$ cat src/hdl/sha1_pkg.sv
// Shared types and constants for the SHA-1 message digest engine.
package sha1_pkg;

    localparam logic [31:0] IV0 = 32'h67452301;
    localparam logic [31:0] IV1 = 32'hEFCDAB89;
    localparam logic [31:0] IV2 = 32'h98BADCFE;
    localparam logic [31:0] IV3 = 32'h10325476;
    localparam logic [31:0] IV4 = 32'hC3D2E1F0;

    localparam logic [31:0] K0 = 32'h5A827999;
    localparam logic [31:0] K1 = 32'h6ED9EBA1;
    localparam logic [31:0] K2 = 32'h8F1BBCDC;
    localparam logic [31:0] K3 = 32'hCA62C1D6;

    typedef struct packed {
        logic [31:0] data_word;
        logic [2:0]  byte_count;
        logic        last_word;
    } word_entry_t;

endpackage

$ cat src/hdl/sha1_front.sv
// Input queue: accepts message words and holds them for the packing engine.
module sha1_front #(
    parameter int DEPTH_LOG2 = 1
) (
    input  logic                 clk,
    input  logic                 rst_n,
    input  logic                 in_valid,
    output logic                 in_stall,
    input  sha1_pkg::word_entry_t in_entry,
    output logic                 q_valid,
    input  logic                 q_pop,
    output sha1_pkg::word_entry_t q_entry
);

    localparam int DEPTH = 1 << DEPTH_LOG2;

    sha1_pkg::word_entry_t  mem_reg [DEPTH];
    logic [DEPTH_LOG2-1:0]  wr_ptr_reg;
    logic [DEPTH_LOG2-1:0]  rd_ptr_reg;
    logic [DEPTH_LOG2:0]    count_reg;
    logic                   push;
    logic                   pop;

    assign in_stall = (count_reg == (DEPTH_LOG2+1)'(DEPTH));
    assign push     = in_valid && !in_stall;
    assign q_valid  = (count_reg != '0);
    assign pop      = q_pop && q_valid;
    assign q_entry  = mem_reg[rd_ptr_reg];

    always_ff @(posedge clk)
    begin
        if (push)
        begin
            mem_reg[wr_ptr_reg] <= in_entry;
        end
    end

    always_ff @(posedge clk or negedge rst_n)
    begin
        if (!rst_n)
        begin
            wr_ptr_reg <= '0;
            rd_ptr_reg <= '0;
            count_reg  <= '0;
        end
        else
        begin
            if (push)
            begin
                wr_ptr_reg <= wr_ptr_reg + 1'b1;
            end
            if (pop)
            begin
                rd_ptr_reg <= rd_ptr_reg + 1'b1;
            end
            count_reg <= count_reg + (DEPTH_LOG2+1)'(push) - (DEPTH_LOG2+1)'(pop);
        end
    end

    a_no_overflow: assert property (@(posedge clk) disable iff (!rst_n)
        count_reg == (DEPTH_LOG2+1)'(DEPTH) |-> !push || pop)
        else $error("queue overflow");
    a_no_underflow: assert property (@(posedge clk) disable iff (!rst_n)
        count_reg == '0 |=> count_reg <= (DEPTH_LOG2+1)'(1))
        else $error("queue count jump");
    a_count_bound: assert property (@(posedge clk) disable iff (!rst_n)
        count_reg <= (DEPTH_LOG2+1)'(DEPTH))
        else $error("queue count out of range");

endmodule

$ cat src/hdl/sha1_core.sv
// Back end: byte packing, padding, 80-round compression and digest output.
module sha1_core (
    input  logic                  clk,
    input  logic                  rst_n,
    input  logic                  q_valid,
    output logic                  q_pop,
    input  sha1_pkg::word_entry_t q_entry,
    output logic                  out_valid,
    input  logic                  out_stall,
    output logic [31:0]           digest_word,
    output logic [2:0]            word_index,
    output logic                  digest_last
);

    typedef enum logic [2:0] {
        S_IDLE,
        S_BYTES,
        S_PAD,
        S_ROUND,
        S_EMIT
    } state_t;

    state_t        state_reg;
    logic [31:0]   buf_reg [16];
    logic [31:0]   cv_reg [5];
    logic [31:0]   a_reg, b_reg, c_reg, d_reg, e_reg;
    logic [31:0]   w_reg [16];
    logic [6:0]    round_reg;
    logic [63:0]   bits_reg;
    logic [63:0]   len_reg;
    logic [5:0]    fill_reg;
    logic [31:0]   word_reg;
    logic [2:0]    left_reg;
    logic          last_reg;
    logic          padding_reg;
    logic [3:0]    pad_pos_reg;
    logic          pad_first_reg;
    logic [2:0]    emit_reg;

    logic [31:0]   f_val;
    logic [31:0]   k_val;
    logic [31:0]   t_val;
    logic [31:0]   w_new;
    logic [7:0]    pad_byte;
    logic [7:0]    in_byte;
    logic [2:0]    count_sat;

    assign count_sat = (q_entry.byte_count > 3'd4) ? 3'd4 : q_entry.byte_count;
    assign q_pop     = (state_reg == S_IDLE);

    always_comb
    begin
        if (round_reg < 7'd20)
        begin
            f_val = (b_reg & c_reg) | (~b_reg & d_reg);
            k_val = sha1_pkg::K0;
        end
        else if (round_reg < 7'd40)
        begin
            f_val = b_reg ^ c_reg ^ d_reg;
            k_val = sha1_pkg::K1;
        end
        else if (round_reg < 7'd60)
        begin
            f_val = (b_reg & c_reg) | (b_reg & d_reg) | (c_reg & d_reg);
            k_val = sha1_pkg::K2;
        end
        else
        begin
            f_val = b_reg ^ c_reg ^ d_reg;
            k_val = sha1_pkg::K3;
        end
        t_val = {a_reg[26:0], a_reg[31:27]} + f_val + e_reg + k_val + w_reg[0];
    end

    always_comb
    begin
        logic [31:0] x;
        x     = w_reg[13] ^ w_reg[8] ^ w_reg[2] ^ w_reg[0];
        w_new = {x[30:0], x[31]};
    end

    always_comb
    begin
        if (pad_first_reg)
        begin
            pad_byte = 8'h80;
        end
        else if (fill_reg >= 6'd56 && pad_pos_reg == 4'd2)
        begin
            pad_byte = len_reg[63 - 8*(fill_reg[2:0]) -: 8];
        end
        else
        begin
            pad_byte = 8'h00;
        end
        in_byte = word_reg[31:24];
    end

    assign digest_word = cv_reg[emit_reg];
    assign word_index  = emit_reg;
    assign digest_last = (emit_reg == 3'd4);
    assign out_valid   = (state_reg == S_EMIT);

    always_ff @(posedge clk)
    begin
        logic [7:0] bv;
        bv = padding_reg ? pad_byte : in_byte;
        if (state_reg == S_BYTES || state_reg == S_PAD)
        begin
            buf_reg[fill_reg[5:2]][31 - 8*fill_reg[1:0] -: 8] <= bv;
        end
        if (state_reg == S_ROUND)
        begin
            for (int i = 0; i < 15; i++)
            begin
                w_reg[i] <= w_reg[i+1];
            end
            w_reg[15] <= w_new;
        end
        else
        begin
            for (int i = 0; i < 16; i++)
            begin
                w_reg[i] <= buf_reg[i];
            end
            if (fill_reg == 6'd63 && (state_reg == S_BYTES || state_reg == S_PAD))
            begin
                w_reg[15] <= {buf_reg[15][31:8], bv};
            end
        end
        if (state_reg == S_IDLE && q_valid)
        begin
            word_reg <= q_entry.data_word;
        end
        else if (state_reg == S_BYTES)
        begin
            word_reg <= {word_reg[23:0], 8'h00};
        end
    end

    always_ff @(posedge clk or negedge rst_n)
    begin
        if (!rst_n)
        begin
            state_reg     <= S_IDLE;
            cv_reg[0]     <= sha1_pkg::IV0;
            cv_reg[1]     <= sha1_pkg::IV1;
            cv_reg[2]     <= sha1_pkg::IV2;
            cv_reg[3]     <= sha1_pkg::IV3;
            cv_reg[4]     <= sha1_pkg::IV4;
            a_reg         <= '0;
            b_reg         <= '0;
            c_reg         <= '0;
            d_reg         <= '0;
            e_reg         <= '0;
            round_reg     <= '0;
            bits_reg      <= '0;
            len_reg       <= '0;
            fill_reg      <= '0;
            left_reg      <= '0;
            last_reg      <= 1'b0;
            padding_reg   <= 1'b0;
            pad_pos_reg   <= '0;
            pad_first_reg <= 1'b0;
            emit_reg      <= '0;
        end
        else
        begin
            case (state_reg)
                S_IDLE:
                begin
                    if (q_valid)
                    begin
                        left_reg    <= count_sat;
                        last_reg    <= q_entry.last_word;
                        padding_reg <= 1'b0;
                        bits_reg    <= bits_reg + {58'd0, count_sat, 3'd0};
                        len_reg     <= bits_reg + {58'd0, count_sat, 3'd0};
                        if (count_sat != 3'd0)
                        begin
                            state_reg <= S_BYTES;
                        end
                        else if (q_entry.last_word)
                        begin
                            padding_reg   <= 1'b1;
                            pad_first_reg <= 1'b1;
                            state_reg     <= S_PAD;
                        end
                    end
                end
                S_BYTES:
                begin
                    fill_reg <= fill_reg + 6'd1;
                    left_reg <= left_reg - 3'd1;
                    if (fill_reg == 6'd63)
                    begin
                        a_reg     <= cv_reg[0];
                        b_reg     <= cv_reg[1];
                        c_reg     <= cv_reg[2];
                        d_reg     <= cv_reg[3];
                        e_reg     <= cv_reg[4];
                        round_reg <= '0;
                        state_reg <= S_ROUND;
                    end
                    else if (left_reg == 3'd1)
                    begin
                        if (last_reg)
                        begin
                            padding_reg   <= 1'b1;
                            pad_first_reg <= 1'b1;
                            state_reg     <= S_PAD;
                        end
                        else
                        begin
                            state_reg <= S_IDLE;
                        end
                    end
                end
                S_PAD:
                begin
                    pad_first_reg <= 1'b0;
                    fill_reg      <= fill_reg + 6'd1;
                    if (fill_reg < 6'd56)
                    begin
                        pad_pos_reg <= 4'd2;
                    end
                    if (fill_reg == 6'd63)
                    begin
                        a_reg     <= cv_reg[0];
                        b_reg     <= cv_reg[1];
                        c_reg     <= cv_reg[2];
                        d_reg     <= cv_reg[3];
                        e_reg     <= cv_reg[4];
                        round_reg <= '0;
                        state_reg <= S_ROUND;
                    end
                end
                S_ROUND:
                begin
                    a_reg     <= t_val;
                    b_reg     <= a_reg;
                    c_reg     <= {b_reg[1:0], b_reg[31:2]};
                    d_reg     <= c_reg;
                    e_reg     <= d_reg;
                    round_reg <= round_reg + 7'd1;
                    if (round_reg == 7'd79)
                    begin
                        cv_reg[0] <= cv_reg[0] + t_val;
                        cv_reg[1] <= cv_reg[1] + a_reg;
                        cv_reg[2] <= cv_reg[2] + {b_reg[1:0], b_reg[31:2]};
                        cv_reg[3] <= cv_reg[3] + c_reg;
                        cv_reg[4] <= cv_reg[4] + d_reg;
                        if (!padding_reg)
                        begin
                            if (left_reg != 3'd0)
                            begin
                                state_reg <= S_BYTES;
                            end
                            else if (last_reg)
                            begin
                                padding_reg   <= 1'b1;
                                pad_first_reg <= 1'b1;
                                pad_pos_reg   <= '0;
                                state_reg     <= S_PAD;
                            end
                            else
                            begin
                                state_reg <= S_IDLE;
                            end
                        end
                        else if (pad_pos_reg == 4'd2)
                        begin
                            emit_reg  <= '0;
                            state_reg <= S_EMIT;
                        end
                        else
                        begin
                            state_reg <= S_PAD;
                        end
                    end
                end
                S_EMIT:
                begin
                    if (!out_stall)
                    begin
                        if (emit_reg == 3'd4)
                        begin
                            emit_reg    <= '0;
                            cv_reg[0]   <= sha1_pkg::IV0;
                            cv_reg[1]   <= sha1_pkg::IV1;
                            cv_reg[2]   <= sha1_pkg::IV2;
                            cv_reg[3]   <= sha1_pkg::IV3;
                            cv_reg[4]   <= sha1_pkg::IV4;
                            bits_reg    <= '0;
                            fill_reg    <= '0;
                            padding_reg <= 1'b0;
                            pad_pos_reg <= '0;
                            state_reg   <= S_IDLE;
                        end
                        else
                        begin
                            emit_reg <= emit_reg + 3'd1;
                        end
                    end
                end
                default:
                begin
                    state_reg <= S_IDLE;
                end
            endcase
        end
    end

    a_emit_index: assert property (@(posedge clk) disable iff (!rst_n)
        out_valid |-> emit_reg <= 3'd4)
        else $error("digest index out of range");
    a_round_range: assert property (@(posedge clk) disable iff (!rst_n)
        state_reg == S_ROUND |-> round_reg <= 7'd79)
        else $error("round counter out of range");
    a_emit_fill: assert property (@(posedge clk) disable iff (!rst_n)
        out_valid |-> fill_reg == 6'd0)
        else $error("digest with partial block");

endmodule

$ cat src/hdl/sha1_message_digest.sv
// Top level of the streaming SHA-1 message digest engine.
//
// Input channel: data_word carries up to four message bytes, first byte in
// bits 31..24; byte_count gives how many leading bytes are valid (5..7 act
// as 4). last_word closes the message; a last word may carry zero bytes.
// A transfer completes when in_valid is high and in_stall is low.
// Output channel: on each last word five transfers follow, digest words
// 0..4 with word_index and digest_last high on the fifth.
// Words pass a two-entry queue into the packing engine, which takes a word and
// then packs its bytes one at a time, taking the next word only once back in
// idle, and runs one SHA-1 round per cycle over each full block.
// Padding adds up to 72 bytes and one or two compressions before the
// digest appears, one word per cycle while out_stall is low.
// Reset loads the initial vector and clears counters and the queue.
// While out_stall is high the current digest word holds and the engine
// waits; the queue keeps taking words until it fills.
module sha1_message_digest #(
    parameter int QUEUE_DEPTH_LOG2 = 1
) (
    input  logic        clk,
    input  logic        rst_n,
    input  logic        in_valid,
    output logic        in_stall,
    input  logic [31:0] data_word,
    input  logic [2:0]  byte_count,
    input  logic        last_word,
    output logic        out_valid,
    input  logic        out_stall,
    output logic [31:0] digest_word,
    output logic [2:0]  word_index,
    output logic        digest_last
);

    sha1_pkg::word_entry_t in_entry;
    sha1_pkg::word_entry_t q_entry;
    logic                  q_valid;
    logic                  q_pop;

    assign in_entry = '{data_word: data_word, byte_count: byte_count, last_word: last_word};

    sha1_front #(
        .DEPTH_LOG2 (QUEUE_DEPTH_LOG2)
    ) u_front (
        .clk      (clk),
        .rst_n    (rst_n),
        .in_valid (in_valid),
        .in_stall (in_stall),
        .in_entry (in_entry),
        .q_valid  (q_valid),
        .q_pop    (q_pop),
        .q_entry  (q_entry)
    );

    sha1_core u_core (
        .clk         (clk),
        .rst_n       (rst_n),
        .q_valid     (q_valid),
        .q_pop       (q_pop),
        .q_entry     (q_entry),
        .out_valid   (out_valid),
        .out_stall   (out_stall),
        .digest_word (digest_word),
        .word_index  (word_index),
        .digest_last (digest_last)
    );

endmodule

$ cat config.mk
export PLATFORM = sky130hd
export DESIGN_NAME = sha1_message_digest
export DESIGN_NICKNAME = d
export VERILOG_FILES = /design/src/hdl/sha1_pkg.sv /design/src/hdl/sha1_front.sv /design/src/hdl/sha1_core.sv /design/src/hdl/sha1_message_digest.sv
export SDC_FILE = /design/constraint.sdc
export NUM_CORES = 2
export LEC_CHECK = 0
export BUFFER_PORTS_ARGS = -buffer_cell sky130_fd_sc_hd__buf_4
export CAP_MARGIN = 5
export CORE_MARGIN = 1
export CORE_UTILIZATION = 40
export DETAILED_ROUTE_END_ITERATION = 10
export PLACE_DENSITY = 0.63
export SYNTH_ARGS = -nofsm -noshare
export SYNTH_HDL_FRONTEND = slang
export SYNTH_SLANG_ARGS = --single-unit
$ cat constraint.sdc
create_clock -name clk -period 7.2 [get_ports clk]
set_clock_uncertainty 0.2 [all_clocks]
set_input_delay 1.8 -clock clk [delete_from_list [all_inputs] [get_ports clk]]
set_output_delay 1.8 -clock clk [all_outputs]
set_load 0.05 [all_outputs]
==> run_results.csv <==
group,metric,value,unit
logic_synthesis,synthFlopType,"edfxtp_1",
outcome,status,"complete, no violations",
cts,cts_tree,"yes",
cts,cts_made_buffers,164,
worst_hold_path,hold_path_class,"reg -> reg",
logic_synthesis,yosysWarnings,0,
sta,worstMarginPinSlew,1290,ps
logic_synthesis,synth-async-reset-ratio,29.5,%
cts,htree_levels,4,
critical_path,worstSetupPathType,"reg -> reg",
sta,rsz0062_at_grt,"true",
floorplanning,core_area,181000,sq um
grt,grt_usage,21.1,%
sta,finalSetupViolations,0,
layout,syn2layout_area_growth,14.3,%
logic_synthesis,avgSynthCellArea,10.1,sq um
cts,worstSkewPairLatency,800,ps
grt,grt_first_pass_wirelength,302,mm
sta,post-route-period-util,99.3,%
floorplanning,rows,156,
critical_path,critical_path.max_fanout,6,
critical_path,end_kind,"register",
sta,holdWs,199,ps
detailed_routing,vias,52300,
flow_run,maxCapViolations,0,
detailed_routing,wl_per_cell,19.9,microns
critical_path,worstSetupStartpointType,"register",
cts,cts_sinks,1600,
detailed_routing,via_per_inst,5.29,
sta,final.setup.tns,0,ps
layout,layout.nets,7753,
detailed_routing,drt_iter0_markers,4723,
logic_synthesis,yosysSeqAreaShare,56.4,%
critical_path,max_stage_delay,520,ps
critical_path,slowest_stage,"fa_1",
floorplanning,initial_utilization,40.3,%
critical_path,worstPathRequired,7690,ps
critical_path,arrival,7640,ps
logic_synthesis,synth.distinct_cells,98,
cts,clock-root-buffer,"clkbuf_16",
grt,antenna_found_initial,2,
detailed_routing,antenna_left,0,
logic_synthesis,yosys_register_bits,1600,
sta,slew_violations,0,
logic_synthesis,synthCells,7191,
detailed_routing,drc,0,
grt,grt_max_degree,259,
layout,fin_util,46.0,%
sta,fin_crit,7150,ps
sta,relSlewSlack,14.0,%
placed_design,gp_congestion,0.928,
grt,grt_pass1_vias,50600,
grt,overflow,0,
sta,finalHoldViolCount,0,
floorplanning,die_x,428,microns
detailed_routing,firstDrtPassIters,6,
cts,clockBufferDepth,3,
cts,path_clk_slew,60,ps
detailed_routing,wirelength,197,mm
placed_design,hpwl,132,mm
sta,max_freq,140,MHz
logic_synthesis,syn_area,72700,sq um
layout,layout-drive-gt1-share,11.0,%
floorplanning,ios,78,
floorplanning,dieArea,183000,sq um
logic_synthesis,synth-edff-count,648,
floorplanning,dieHeight,428,microns
placed_design,portBuffers,77,
-- metal layers --
| layer | GRT usage (%) | vias up | wire [microns] |
|---|---|---|---|
| li1 | - | 24700 | - |
| met1 | 29.8 | 25700 | 88900 |
| met2 | 33.0 | 1537 | 89400 |
| met3 | 3.09 | 311 | 11700 |
| met4 | 7.63 | 0 | 6650 |
| met5 | 0 | - | 0 |
-- final cells by class --
cell class / count / area, sq um
Antenna cell: 1 / 2.50
Clock buffer: 254 / 4810
Clock inverter: 54 / 631
Fill cell: 16500 / 97500
Inverter: 290 / 1100
Multi-Input combinational cell: 5000 / 30100
Sequential cell: 1600 / 41000
Tap cell: 2370 / 2970
Timing Repair Buffer: 320 / 2540
-- cells in the mapped netlist, drive strengths merged, types with 45 or more instances --
master / n / area [sq um]
a21o: 99 / 743
a21oi: 239 / 1200
a31oi: 168 / 1050
clkbuf: 292 / 1100
dfrtp: 392 / 9810
dfstp: 80 / 2100
dfxtp: 480 / 9610
edfxtp: 648 / 19500
fa: 124 / 2480
ha: 213 / 2670
inv: 290 / 1090
mux2i: 72 / 721
mux4: 45 / 1010
nand2: 2157 / 8100
nand3: 60 / 310
nor2: 481 / 1810
nor3: 48 / 268
o21ai: 382 / 1910
o31ai: 46 / 350
xnor2: 205 / 1800
xor2: 114 / 998
-- worst max-delay path, delay by kind of cell (launching register included) --
kind | cells | cell delay [ps]
and+or+nand+nor | 6 | 760
xor gates and xnor gates | 2 | 310
buffers and inverters | 4 | 310
DFF | 1 | 410
adders and majority gates | 5 | 1990
AOI/OAI and AO/OA | 14 | 3060
-- timing repair --
item	4_1_cts	5_1_grt
buffers inserted	14	12
setup endpoints to repair	7	13
resized for setup	45	47
hold buffers	0	0
pin swaps	36	41
-- per-stage QoR --
| stage | cell area, sq um | std cells | worst slack [ps] |
|---|---|---|---|
| after floorplan | 72900 | 7222 | 8.58 |
| after global placement | 77000 | 9554 | -204 |
| after detailed placement | 77000 | 9554 | -260 |
| after CTS | 82800 | 9876 | 3.08 |
| after global routing | 83100 | 9889 | -289 |
| final | 83100 | 9889 | 50.3 |
-- cells in the final DEF (no fill, tap or decap), types with 13 or more instances in the layout --
master,instances
nand4_1,29
nand2b_1,33
nor3_1,42
clkbuf_8,24
dfxtp_1,480
mux2i_1,72
o21ai_1,16
nand2_1,2152
inv_1,284
ha_1,204
fa_1,123
edfxtp_1,648
xnor2_1,199
xor2_1,114
a21oi_1,231
o21a_1,28
clkbuf_16,170
o211ai_1,14
or3_1,20
mux4_2,45
nand3_1,56
a211oi_1,17
o31ai_1,45
conb_1,32
clkinv_2,17
o21bai_1,29
a22o_1,21
dfrtp_1,388
a21o_1,99
and3_1,38
nor2b_1,30
nor2_1,469
o21ai_0,357
dfstp_2,80
buf_4,307
o221ai_1,13
a31oi_1,166
a22oi_1,36
and2_1,19
clkbuf_1,60
-- cells by family (layout without fill, tap and decap cells) --
kind of cell	after synthesis	in the layout	share of synthesized area (%)
AND/OR/NAND/NOR	2971	2971	16.5
flip-flops	1600	1600	56.4
AO/OA/AOI/OAI	1217	1217	10.4
buffers and inverters	622	918	3.24
adder cells (fa/ha/maj)	337	337	7.08
XOR/XNOR	319	319	3.85
multiplexers	124	124	2.49
other	1	33	0.00516
-- worst paths after layout --
path / from / endpoint / slack [ps] / depth (start not counted)
worst max-delay path: u_core.round_reg[3] / u_core.cv_reg[159] / 50 / 31
worst min-delay path: u_core.w_reg[14][11] / u_core.w_reg[13][11] / 200 / 2
worst max register to register: u_core.round_reg[3] / u_core.cv_reg[159] / 50 / 31
worst min register to register: u_core.w_reg[14][11] / u_core.w_reg[13][11] / 200 / 2
max in group asynchronous: rst_n / u_core.b_reg[29] / 4510 / 2
min in group asynchronous: rst_n / u_core.e_reg[4] / 880 / 1
Power is left out: the tool's default activity adds up to more than one toggle a clock period on the data nets, which glitch-free logic cannot reach.
